## src/rtl/bba_pkg.sv

```systemverilog
// Shared types, widths and constants of the bouncing ball animator.
package bba_pkg;

  // Default screen size in pixels.
  localparam int unsigned SCREEN_WIDTH_DEF  = 800;
  localparam int unsigned SCREEN_HEIGHT_DEF = 480;

  // Field widths.
  localparam int unsigned POS_X_W   = 14;
  localparam int unsigned POS_Y_W   = 13;
  localparam int unsigned RADIUS_W  = 12;
  localparam int unsigned COLOR_W   = 8;
  localparam int unsigned TETHER_W  = 4;
  localparam int unsigned SPEED_W   = 9;
  localparam int unsigned CENTRE_W  = 16;
  localparam int unsigned CFG_IDX_W = 3;
  localparam int unsigned CFG_DW    = 12;

  // Configuration register indexes.
  typedef enum logic [CFG_IDX_W-1:0] {
    REG_START_X_SPEED = 3'd0,
    REG_START_Y_SPEED = 3'd1,
    REG_RADIUS_STEP   = 3'd2,
    REG_MIN_RADIUS    = 3'd3,
    REG_MAX_RADIUS    = 3'd4,
    REG_ALPHA_FLOOR   = 3'd5
  } cfg_reg_e;

  // Register reset values.
  localparam logic signed [SPEED_W-1:0] START_X_SPEED_RST = 9'sd48;
  localparam logic signed [SPEED_W-1:0] START_Y_SPEED_RST = -9'sd32;
  localparam logic [7:0]                RADIUS_STEP_RST   = 8'd16;
  localparam logic [RADIUS_W-1:0]       MIN_RADIUS_RST    = 12'd160;
  localparam logic [RADIUS_W-1:0]       MAX_RADIUS_RST    = 12'd3520;
  localparam logic [COLOR_W-1:0]        ALPHA_FLOOR_RST   = 8'd128;

  // Values loaded into the ball state at reset and restart, and the top of the alpha ramp.
  localparam logic [RADIUS_W-1:0] SIZE_INIT  = 12'd50;
  localparam logic [COLOR_W-1:0]  RED_INIT   = 8'hff;
  localparam logic [COLOR_W-1:0]  GREEN_INIT = 8'h00;
  localparam logic [COLOR_W-1:0]  BLUE_INIT  = 8'h80;
  localparam logic [COLOR_W-1:0]  ALPHA_INIT = 8'h00;
  localparam logic [COLOR_W-1:0]  ALPHA_TOP  = 8'hff;

  localparam logic [RADIUS_W-1:0] RADIUS_MAX = 12'd4095;
  localparam logic [TETHER_W-1:0] TETHER_MAX = 4'd10;
  localparam logic [TETHER_W-1:0] TETHER_MIN = 4'd1;

endpackage

```

## src/rtl/bouncing_ball_animator.sv

```systemverilog
// Top level of the bouncing ball animator: ball state, frame update and result stage.
//
//   channel  direction  handshake                  payload
//   in       request    in_valid_i / in_ready_o    restart_i
//   out      result     out_valid_o / out_ready_i  pos_x_o pos_y_o radius_o red_o green_o
//                                                  blue_o alpha_o tether_width_o
//   cfg      write      cfg_we_i                   cfg_idx_i cfg_data_i
//
// One request is accepted per cycle while in_ready_o is high. The state registers take
// the updated ball state, and the output register then takes the saturated
// position and tether width.
// A stalled output holds; the state stage still takes one more request behind it.
// Reset loads the register defaults and the initial ball; no clearing pass.
module bouncing_ball_animator import bba_pkg::*; #(
  parameter int unsigned SCREEN_WIDTH  = SCREEN_WIDTH_DEF,
  parameter int unsigned SCREEN_HEIGHT = SCREEN_HEIGHT_DEF
) (
  input  logic                 clk_i,
  input  logic                 rst_ni,
  input  logic                 cfg_we_i,
  input  logic [CFG_IDX_W-1:0] cfg_idx_i,
  input  logic [CFG_DW-1:0]    cfg_data_i,
  input  logic                 in_valid_i,
  output logic                 in_ready_o,
  input  logic                 restart_i,
  output logic                 out_valid_o,
  input  logic                 out_ready_i,
  output logic [POS_X_W-1:0]   pos_x_o,
  output logic [POS_Y_W-1:0]   pos_y_o,
  output logic [RADIUS_W-1:0]  radius_o,
  output logic [COLOR_W-1:0]   red_o,
  output logic [COLOR_W-1:0]   green_o,
  output logic [COLOR_W-1:0]   blue_o,
  output logic [COLOR_W-1:0]   alpha_o,
  output logic [TETHER_W-1:0]  tether_width_o
);

  localparam int unsigned X_LIMIT  = SCREEN_WIDTH * 16;
  localparam int unsigned Y_LIMIT  = SCREEN_HEIGHT * 16;
  localparam int unsigned HALF_W   = SCREEN_WIDTH / 2;
  localparam int unsigned HALF_H   = SCREEN_HEIGHT / 2;
  localparam int unsigned HALF_SUM = HALF_W + HALF_H;
  localparam logic signed [CENTRE_W-1:0] X_INIT = CENTRE_W'(HALF_W * 16);
  localparam logic signed [CENTRE_W-1:0] Y_INIT = CENTRE_W'(HALF_H * 16);
  localparam logic signed [16:0] X_MAX = 17'(X_LIMIT - 1);
  localparam logic signed [16:0] Y_MAX = 17'(Y_LIMIT - 1);
  localparam int unsigned Q_STEPS = 11;

  // Configuration registers.
  logic signed [SPEED_W-1:0] start_x_q, start_y_q;
  logic [7:0]                step_q;
  logic [RADIUS_W-1:0]       min_rad_q, max_rad_q;
  logic [COLOR_W-1:0]        floor_q;

  always_ff @(posedge clk_i or negedge rst_ni) begin
    if (!rst_ni) begin
      start_x_q <= START_X_SPEED_RST;
      start_y_q <= START_Y_SPEED_RST;
      step_q    <= RADIUS_STEP_RST;
      min_rad_q <= MIN_RADIUS_RST;
      max_rad_q <= MAX_RADIUS_RST;
      floor_q   <= ALPHA_FLOOR_RST;
    end else if (cfg_we_i) begin
      case (cfg_idx_i)
        REG_START_X_SPEED: start_x_q <= cfg_data_i[SPEED_W-1:0];
        REG_START_Y_SPEED: start_y_q <= cfg_data_i[SPEED_W-1:0];
        REG_RADIUS_STEP:   step_q    <= cfg_data_i[7:0];
        REG_MIN_RADIUS:    min_rad_q <= cfg_data_i[RADIUS_W-1:0];
        REG_MAX_RADIUS:    max_rad_q <= cfg_data_i[RADIUS_W-1:0];
        REG_ALPHA_FLOOR:   floor_q   <= cfg_data_i[COLOR_W-1:0];
        default: ;
      endcase
    end
  end

  // Ball state.
  logic signed [CENTRE_W-1:0] cx_q, cx_d, cy_q, cy_d, cx_adv, cy_adv;
  logic signed [SPEED_W-1:0]  vx_q, vx_d, vy_q, vy_d, vx_adv, vy_adv;
  logic signed [SPEED_W-1:0]  dsize_q, dsize_d, dsize_adv;
  logic [RADIUS_W-1:0]        size_q, size_d, size_adv;
  logic [COLOR_W-1:0]         r_q, r_d, g_q, g_d, b_q, b_d, a_q, a_d, a_adv;
  logic                       rising_q, rising_d, rising_adv;

  // Radius step with reflection at either bound.
  logic signed [13:0] s_sum;
  logic signed [14:0] s_nxt;
  logic               s_bounce;

  always_comb begin
    s_sum = $signed({2'b00, size_q}) + 14'(dsize_q);
    if (dsize_q < 0) begin
      s_bounce = !($signed({2'b00, min_rad_q}) < s_sum);
      s_nxt    = s_bounce ? $signed({2'b00, min_rad_q, 1'b0}) - 15'(s_sum) : 15'(s_sum);
    end else begin
      s_bounce = !(s_sum < $signed({2'b00, max_rad_q}));
      s_nxt    = s_bounce ? $signed({2'b00, max_rad_q, 1'b0}) - 15'(s_sum) : 15'(s_sum);
    end
    if (s_nxt < 0) begin
      size_adv = '0;
    end else if (s_nxt > $signed({3'b000, RADIUS_MAX})) begin
      size_adv = RADIUS_MAX;
    end else begin
      size_adv = s_nxt[RADIUS_W-1:0];
    end
    dsize_adv = s_bounce ? -dsize_q : dsize_q;
  end

  // Alpha ramps to full and back down to the floor.
  always_comb begin
    a_adv      = a_q;
    rising_adv = rising_q;
    if (rising_q) begin
      if (a_q != ALPHA_TOP) begin
        a_adv = a_q + 8'd1;
      end else begin
        rising_adv = 1'b0;
      end
    end else begin
      if (floor_q < a_q) begin
        a_adv = a_q - 8'd1;
      end else begin
        rising_adv = 1'b1;
      end
    end
  end

  // Motion uses the radius of the current frame.
  bba_axis #(.LIMIT(X_LIMIT)) u_axis_x (
    .pos_i (cx_q),
    .vel_i (vx_q),
    .rad_i (size_adv),
    .pos_o (cx_adv),
    .vel_o (vx_adv)
  );

  bba_axis #(.LIMIT(Y_LIMIT)) u_axis_y (
    .pos_i (cy_q),
    .vel_i (vy_q),
    .rad_i (size_adv),
    .pos_o (cy_adv),
    .vel_o (vy_adv)
  );

  always_comb begin
    if (restart_i) begin
      cx_d     = X_INIT;
      cy_d     = Y_INIT;
      vx_d     = start_x_q;
      vy_d     = start_y_q;
      size_d   = SIZE_INIT;
      dsize_d  = $signed({1'b0, step_q});
      r_d      = RED_INIT;
      g_d      = GREEN_INIT;
      b_d      = BLUE_INIT;
      a_d      = ALPHA_INIT;
      rising_d = 1'b1;
    end else begin
      cx_d     = cx_adv;
      cy_d     = cy_adv;
      vx_d     = vx_adv;
      vy_d     = vy_adv;
      size_d   = size_adv;
      dsize_d  = dsize_adv;
      r_d      = r_q + 8'd1;
      g_d      = g_q - 8'd1;
      b_d      = b_q + 8'd2;
      a_d      = a_adv;
      rising_d = rising_adv;
    end
  end

  // Handshake: the state registers form the first stage, the result registers the second.
  logic s1_valid_q, out_valid_q, out_en, s1_en, accept;

  assign out_en     = !out_valid_q || out_ready_i;
  assign s1_en      = !s1_valid_q || out_en;
  assign accept     = in_valid_i && s1_en;
  assign in_ready_o = s1_en;
  assign out_valid_o = out_valid_q;

  always_ff @(posedge clk_i or negedge rst_ni) begin
    if (!rst_ni) begin
      cx_q        <= X_INIT;
      cy_q        <= Y_INIT;
      vx_q        <= START_X_SPEED_RST;
      vy_q        <= START_Y_SPEED_RST;
      size_q      <= SIZE_INIT;
      dsize_q     <= $signed({1'b0, RADIUS_STEP_RST});
      r_q         <= RED_INIT;
      g_q         <= GREEN_INIT;
      b_q         <= BLUE_INIT;
      a_q         <= ALPHA_INIT;
      rising_q    <= 1'b1;
      s1_valid_q  <= 1'b0;
      out_valid_q <= 1'b0;
    end else begin
      if (accept) begin
        cx_q     <= cx_d;
        cy_q     <= cy_d;
        vx_q     <= vx_d;
        vy_q     <= vy_d;
        size_q   <= size_d;
        dsize_q  <= dsize_d;
        r_q      <= r_d;
        g_q      <= g_d;
        b_q      <= b_d;
        a_q      <= a_d;
        rising_q <= rising_d;
      end
      if (s1_en) begin
        s1_valid_q <= in_valid_i;
      end
      if (out_en) begin
        out_valid_q <= s1_valid_q;
      end
    end
  end

  // Saturated position and tether width from the Manhattan distance to the centre.
  logic signed [16:0]  cx_e, cy_e;
  logic [14:0]         px, py;
  logic signed [11:0]  dx_s, dy_s;
  logic [10:0]         dx, dy;
  logic [11:0]         mdist;
  logic [15:0]         dist10;
  logic [Q_STEPS-1:0]  hit;
  logic [TETHER_W-1:0] q, tw;

  always_comb begin
    cx_e = 17'(cx_q);
    cy_e = 17'(cy_q);
    if (cx_e < 0) begin
      px = '0;
    end else if (cx_e > X_MAX) begin
      px = X_MAX[14:0];
    end else begin
      px = cx_e[14:0];
    end
    if (cy_e < 0) begin
      py = '0;
    end else if (cy_e > Y_MAX) begin
      py = Y_MAX[14:0];
    end else begin
      py = cy_e[14:0];
    end
    dx_s   = $signed({1'b0, px[14:4]}) - 12'(HALF_W);
    dy_s   = $signed({1'b0, py[14:4]}) - 12'(HALF_H);
    dx     = dx_s < 0 ? 11'(-dx_s) : dx_s[10:0];
    dy     = dy_s < 0 ? 11'(-dy_s) : dy_s[10:0];
    mdist  = {1'b0, dx} + {1'b0, dy};
    dist10 = 16'(mdist) * 16'd10;
    // The quotient by the half-screen sum is the count of multiples reached.
    for (int k = 0; k < Q_STEPS; k++) begin
      hit[k] = dist10 >= 16'((k + 1) * HALF_SUM);
    end
    q  = TETHER_W'($countones(hit));
    tw = (q > TETHER_MAX) ? TETHER_MIN : TETHER_MAX - q;
  end

  always_ff @(posedge clk_i) begin
    if (out_en && s1_valid_q) begin
      pos_x_o        <= px[POS_X_W-1:0];
      pos_y_o        <= py[POS_Y_W-1:0];
      radius_o       <= size_q;
      red_o          <= r_q;
      green_o        <= g_q;
      blue_o         <= b_q;
      alpha_o        <= a_q;
      tether_width_o <= tw;
    end
  end

endmodule

```

## src/rtl/bba_axis.sv

```systemverilog
// One axis of ball motion: step the centre and reflect it off the inset screen edges.
module bba_axis import bba_pkg::*; #(
  parameter int unsigned LIMIT = SCREEN_WIDTH_DEF * 16
) (
  input  logic signed [CENTRE_W-1:0] pos_i,
  input  logic signed [SPEED_W-1:0]  vel_i,
  input  logic        [RADIUS_W-1:0] rad_i,
  output logic signed [CENTRE_W-1:0] pos_o,
  output logic signed [SPEED_W-1:0]  vel_o
);

  localparam logic signed [18:0] LIM = 19'(LIMIT);
  localparam logic signed [18:0] POS_HI = 19'sd32767;
  localparam logic signed [18:0] POS_LO = -19'sd32768;
  localparam logic signed [SPEED_W-1:0] VEL_MIN = -9'sd256;
  localparam logic signed [SPEED_W-1:0] VEL_MAX = 9'sd255;

  logic signed [18:0] p, v, r, pv, nxt;
  logic               bounce;

  always_comb begin
    p  = 19'(pos_i);
    v  = 19'(vel_i);
    r  = $signed({7'b0, rad_i});
    pv = p + v;
    if (vel_i < 0) begin
      bounce = !(pv - r > 0);
      nxt    = bounce ? (r <<< 1) - pv : pv;
    end else begin
      bounce = !(pv + r < LIM);
      nxt    = bounce ? ((LIM - r) <<< 1) - pv : pv;
    end
    if (nxt > POS_HI) begin
      pos_o = POS_HI[CENTRE_W-1:0];
    end else if (nxt < POS_LO) begin
      pos_o = POS_LO[CENTRE_W-1:0];
    end else begin
      pos_o = nxt[CENTRE_W-1:0];
    end
    // The most negative speed has no positive twin, so it flips to the largest one.
    if (!bounce) begin
      vel_o = vel_i;
    end else if (vel_i == VEL_MIN) begin
      vel_o = VEL_MAX;
    end else begin
      vel_o = -vel_i;
    end
  end

endmodule

```

## config.mk

```make
export PLATFORM = sky130hd
export DESIGN_NAME = bouncing_ball_animator
export DESIGN_NICKNAME = d
export VERILOG_FILES = /design/src/rtl/bba_pkg.sv /design/src/rtl/bouncing_ball_animator.sv /design/src/rtl/bba_axis.sv
export SDC_FILE = /design/constraint.sdc
export NUM_CORES = 1
export LEC_CHECK = 0
export CAP_MARGIN = 30
export CORE_UTILIZATION = 48
export DETAILED_ROUTE_END_ITERATION = 8
export DONT_BUFFER_PORTS = 1
export SYNTH_ARGS = -nofsm -noshare
export SYNTH_HDL_FRONTEND = slang
export SYNTH_SLANG_ARGS = --single-unit
export TNS_END_PERCENT = 100
```

## constraint.sdc

```tcl
create_clock -name clk_i -period 27.4 [get_ports clk_i]
set_input_delay 8.22 -clock clk_i [delete_from_list [all_inputs] [get_ports clk_i]]
set_output_delay 8.22 -clock clk_i [all_outputs]
set_load 0.05 [all_outputs]
```

==> flow_summary.json, run 1 <==
{
  "finalMaxSlewViolations": 0,
  "fin_crit_ps": 16970,
  "hold_path.class": "register to register",
  "ios": 98,
  "final_cell_area_sq_um": 23200,
  "synthArstFlopShare_pct": 68.8,
  "synth.distinct_cells": 111,
  "cp_data_required_time_ps": 19180,
  "crit_chain": "nand3b_1",
  "num_antenna_cells": 0,
  "synth_compound_area_share_pct": 24.3,
  "synthXorXnorAreaFrac_pct": 6.66,
  "synth-main-ff-cell": "dfrtp_1",
  "synth_top_family_by_area": "compound AO/OA/AOI/OAI gates",
  "synth_edf_count": 74,
  "cts_buffer_depth": 3,
  "wl_per_cell_um": 20.1,
  "crit_arrival_ps": 8750,
  "rsz0062_at_grt": "false",
  "final_cell_mix": "ha_1 (244), a21oi_1 (203), nand2_1 (199)",
  "skew_ps": 26.4,
  "die_w_um": 215,
  "rows": 77,
  "placed_area_sq_um": 22400,
  "path_clk_slew_ps": 60,
  "post_cts_buffers": 0,
  "cts_resized": 0,
  "cts_root_buffer": "clkbuf_16",
  "clk_latency_ps": 580,
  "synth_area_sq_um": 21800,
  "finalSetupTns_ps": 0,
  "clock-sinks": 237,
  "critPathTopFamily": "simple AND/OR/NAND/NOR gates",
  "die-area_sq_um": 46300,
  "layout_commonest_cell": "ha_1",
  "yosys.area_share.simple_pct": 16.2,
  "crit_fanout": 4,
  "hold_viol_final": 0,
  "multi_input_area_sq_um": 14500,
  "drt_first_pass_iters": 7,
  "cp_slowest_stage_delay_ps": 530,
  "initial_core_util_pct": 49.0,
  "start_kind": "input pin",
  "layout.nets": 2752,
  "ys_seq_elements": 237,
  "max_freq_ghz": 0.0589,
  "layout-drive-gt1-share_pct": 9.64,
  "postSynthAreaPerCell_sq_um": 8.78,
  "critPathSlowestCell": "nand3b_1",
  "antenna_found_initial": 0,
  "drc": 0,
  "synth-adder-area-share_pct": 15.8,
  "syn_inst": 2486,
  "synthToLayoutAreaGrowth_pct": 6.44,
  "hold_buffers": 0,
  "grt_max_degree": 164,
  "yosysWarnings": 0,
  "critPathBufInv": 0,
  "grt_util_all_layers_pct": 26.5,
  "yosysSeqAreaShare_pct": 29.1,
  "drt_iter0_drc": 1564,
  "max_cap_viol_count": 0,
  "routabilityCongestion": 0.960,
  "worstSetupPathType": "input pin to output pin",
  "h-tree-depth": 1,
  "fill_cells": 4164,
  "setup_viol": 0,
  "avgViaCountPerCell": 6.02,
  "numCtsBuffers": 28,
  "grt_first_pass_wirelength_mm": 98.1,
  "rrSetupSlack_ps": 16620,
  "hpwl_mm": 47.8,
  "endpoint_kind": "output pin",
  "ant_nets": 0,
  "io_buffers": 0,
  "die_y_um": 215,
  "vias": 18560,
  "relSlewSlack_pct": 36.6,
  "muxShareOfSynthArea_pct": 3.22,
  "grt_overflow": 0,
  "cts_tree": "done",
  "post-route-period-util_pct": 61.9,
  "grt_pass1_vias": 17733,
  "regArea_sq_um": 6350,
  "worstMarginPinSlew_ps": 945,
  "core_sq_um": 44500,
  "outcome": "finished clean",
  "drt_wl_total_mm": 61.9
}
cell families (layout without fill, tap and decap cells):
logic type / Yosys count / after routing
other cells: 1 / 3
buf+inv: 242 / 244
simple gates: 724 / 724
mux: 64 / 64
xor+xnor: 166 / 166
compound gates: 788 / 788
flops: 237 / 237
fa+ha+maj: 264 / 264
synth_stat cells, types with 42 or more instances:
cell | instances | share of area [%]
nor2_1 | 192 | 3.3
o21ai_0 | 179 | 4.1
inv_1 | 168 | 2.9
a21oi_1 | 203 | 4.7
edfxtp_1 | 74 | 10
mux2_2 | 49 | 2.5
dfrtp_1 | 121 | 14
ha_1 | 244 | 14
clkbuf_1 | 49 | 0.84
xnor2_1 | 121 | 4.9
a21o_1 | 48 | 1.7
nand3_1 | 45 | 1.0
nor3_1 | 60 | 1.4
nand2b_1 | 47 | 1.3
nand2_1 | 200 | 3.4
xor2_1 | 45 | 1.8
nor2b_1 | 44 | 1.3
dfstp_2 | 42 | 5.1
per-layer routing:
metal | share of wire (%) | wire length, um | up-vias | GRT usage (%)
met5 | 0 | 0 | - | 0
met4 | 2.7 | 1700 | 0 | 7.40
met3 | 5.1 | 3180 | 95 | 3.18
met2 | 44 | 27200 | 480 | 41.9
met1 | 48 | 29800 | 8921 | 37.9
li1 | - | - | 9064 | -
worst paths after layout:
kind	to	from	cells after the start
worst max-delay path	in_ready_o	out_ready_i	1
worst max register to register	cy_q[6]	size_q[1]	36
worst min-delay path	green_o[1]	g_q[1]	0
worst min register to register	green_o[1]	g_q[1]	0
max in group asynchronous	cx_q[12]	rst_ni	0
min in group asynchronous	max_rad_q[9]	rst_ni	0
flip-flops by register name (all words and copies together) (netlist names), 8 cells and up:
signal,flops
step_q,8
alpha_o,8
g_q,8
floor_q,8
start_x_q,9
max_rad_q,12
vx_q,9
vy_q,9
min_rad_q,12
start_y_q,9
pos_y_o,13
red_o,8
cy_q,16
green_o,8
dsize_q,9
pos_x_o,14
radius_o,12
cx_q,16
size_q,12
a_q,8
r_q,8
layout make-up:
| class | count | area share (%) |
|---|---|---|
| multi-input combinational | 2009 | 62.2 |
| tap | 592 | 3.19 |
| timing repair buffer | 24 | 0.765 |
| inverter | 168 | 2.71 |
| clock buffer | 34 | 3.16 |
| clock inverter | 18 | 0.587 |
| sequential | 237 | 27.4 |
stage by stage:
step / util [%] / cells / hold WS [ps] / setup slack, ps
6_report: 52.2 / 3082 / 473 / 10430
5_1_grt: 52.2 / 3082 / 488 / 10420
4_1_cts: 52.2 / 3082 / 478 / 10430
3_5_place_dp: 50.2 / 3030 / 463 / 10430
3_3_place_gp: 50.2 / 3028 / 458 / 10430
2_1_floorplan: - / 2488 / 440 / 10460
Power of run 1 is not shown: default switching activity piles up to over one toggle a cycle in this logic, so the estimate is an artifact.
==> run 2, diff against run 1 <==
--- a/config.mk
+++ b/config.mk
@@ -5,10 +5,12 @@
 export SDC_FILE = /design/constraint.sdc
 export NUM_CORES = 1
 export LEC_CHECK = 0
+export ABC_AREA = 1
 export CAP_MARGIN = 30
 export CORE_UTILIZATION = 48
 export DETAILED_ROUTE_END_ITERATION = 8
 export DONT_BUFFER_PORTS = 1
+export PLACE_DENSITY = 0.65
 export SYNTH_ARGS = -nofsm -noshare
 export SYNTH_HDL_FRONTEND = slang
 export SYNTH_SLANG_ARGS = --single-unit
==> constraint.sdc (replaced) <==
create_clock -name clk_i -period 15.4 [get_ports clk_i]
set_input_delay 4.62 -clock clk_i [delete_from_list [all_inputs] [get_ports clk_i]]
set_output_delay 4.62 -clock clk_i [all_outputs]
set_load 0.05 [all_outputs]
==> flow_summary.json, run 2 <==
{
  "worstMarginPinSlew_ps": 996,
  "final_cell_area_sq_um": 23600,
  "critPathBufInv": 1,
  "layout_commonest_cell": "nand2_1",
  "die_w_um": 215,
  "grt_first_pass_wirelength_mm": 107,
  "yosysSeqAreaShare_pct": 29.1,
  "yosysWarnings": 0,
  "max_cap_viol_count": 0,
  "synth_area_sq_um": 21900,
  "wl_per_cell_um": 19.1,
  "hold_viol_final": 0,
  "rows": 77,
  "place_ws_ps": 5570,
  "crit_arrival_ps": 5210,
  "num_antenna_cells": 0,
  "antenna_found_initial": 0,
  "cts_root_buffer": "clkbuf_16",
  "fin_crit_ps": 9830,
  "grt_util_all_layers_pct": 29.3,
  "drc": 0,
  "worstSetupPathType": "input pin to output pin",
  "endpoint_kind": "output pin",
  "layout.nets": 3245,
  "die-area_sq_um": 46400,
  "cts_tree": "done",
  "hold_buffers": 0,
  "syn_inst": 2948,
  "synthArstFlopShare_pct": 68.8,
  "finalMaxSlewViolations": 0,
  "clk_latency_ps": 600,
  "yosysTopAreaCellShare_pct": 14.0,
  "placed_area_sq_um": 22600,
  "cts_buffer_depth": 3,
  "grt_max_degree": 164,
  "skew_ps": 22.6,
  "synth.distinct_cells": 68,
  "ys_seq_elements": 237,
  "critPathSlowestCell": "nand3_1",
  "hold_path.class": "register to register",
  "ios": 98,
  "cts_resized": 0,
  "synth.most_common_cell": "nand2_1",
  "final_cell_mix": "nand2_1 (622), inv_1 (428), ha_1 (244)",
  "grt_pass1_vias": 19237,
  "die_y_um": 215,
  "synthToLayoutAreaGrowth_pct": 7.95,
  "post-route-period-util_pct": 63.8,
  "drt_first_pass_iters": 6,
  "numCtsBuffers": 29,
  "start_kind": "input pin",
  "hpwl_mm": 53.8,
  "path_clk_slew_ps": 60,
  "avgViaCountPerCell": 5.66,
  "drt_iter0_drc": 1699,
  "rsz0062_at_grt": "false",
  "cp_slowest_stage_delay_ps": 490,
  "largest_registers": "cx_q x16, cy_q x16, pos_x_o x14",
  "synth_edf_count": 74,
  "crit_fanout": 3,
  "initial_core_util_pct": 49.0,
  "fin_hold_ws_ps": 450,
  "layout-drive-gt1-share_pct": 6.27,
  "yosysTopAreaCell": "ha_1",
  "h-tree-depth": 1,
  "cp_data_required_time_ps": 10780,
  "io_buffers": 0,
  "max_freq_ghz": 0.102,
  "setup_viol": 0,
  "post_cts_buffers": 0,
  "routabilityCongestion": 0.973,
  "relSlewSlack_pct": 33.1,
  "crit_chain": "inv_1 > nand3_1",
  "ys_top_cells_by_area": "ha_1 (14%), dfrtp_1 (14%), nand2_1 (11%)",
  "clock-sinks": 237,
  "drt_wl_total_mm": 68.3,
  "ant_nets": 0,
  "yosys-top-cells-count": "nand2_1 (623), inv_1 (428), ha_1 (244)",
  "postSynthAreaPerCell_sq_um": 7.41,
  "finalSetupTns_ps": 0,
  "setup_ws_ps": 5570,
  "outcome": "finished clean",
  "synth-main-ff-cell": "dfrtp_1",
  "critPathTopFamily": "simple AND/OR/NAND/NOR gates",
  "vias": 20245,
  "grt_overflow": 0,
  "core_sq_um": 44600
}
run 2: final timing paths:
check	startpoint	endpoint	slack, ps	depth (start not counted)
worst max-delay path	out_ready_i	in_ready_o	5570	2
worst min-delay path	b_q[4]	blue_o[4]	450	0
worst max register to register	cx_q[10]	tether_width_o[2]	5720	43
worst min register to register	b_q[4]	blue_o[4]	450	0
max in group asynchronous	rst_ni	cx_q[8]	11300	0
min in group asynchronous	rst_ni	min_rad_q[8]	3730	0
run 2: logic make-up after synthesis:
logic type,share of synthesized area (%)
flip-flops,29.1
XOR/XNOR,7.16
adder cells (fa/ha/maj),15.7
AO/OA/AOI/OAI,16.9
buffers and inverters,8.50
other,0.0172
AND/OR/NAND/NOR,22.6
multiplexers,0.0458
run 2: final cells by class:
type                            instances  area (sq um)
Clock buffer                           32           747
Clock inverter                         22           246
Fill cell                            4288         21000
Inverter                              434          1630
Multi-Input combinational cell       2234         13700
Sequential cell                       237          6350
Tap cell                              592           741
Timing Repair Buffer                   25           208
run 2: through the flow:
step / utilization, % / instances
6_report: 52.9 / 3576
5_1_grt: 52.9 / 3576
4_1_cts: 52.8 / 3575
3_5_place_dp: 50.6 / 3521
3_3_place_gp: 50.6 / 3521
2_1_floorplan: - / 2950
run 2: routing by layer:
layer  GRT usage [%]  up-vias  part of all wire (%)
li1                -     9927                     -
met1            41.9     9560                    47
met2            45.9      664                    44
met3            5.02       94                   7.3
met4            6.88        0                   2.2
met5               0        -                     0
Power of run 2 is left out for the same reason.
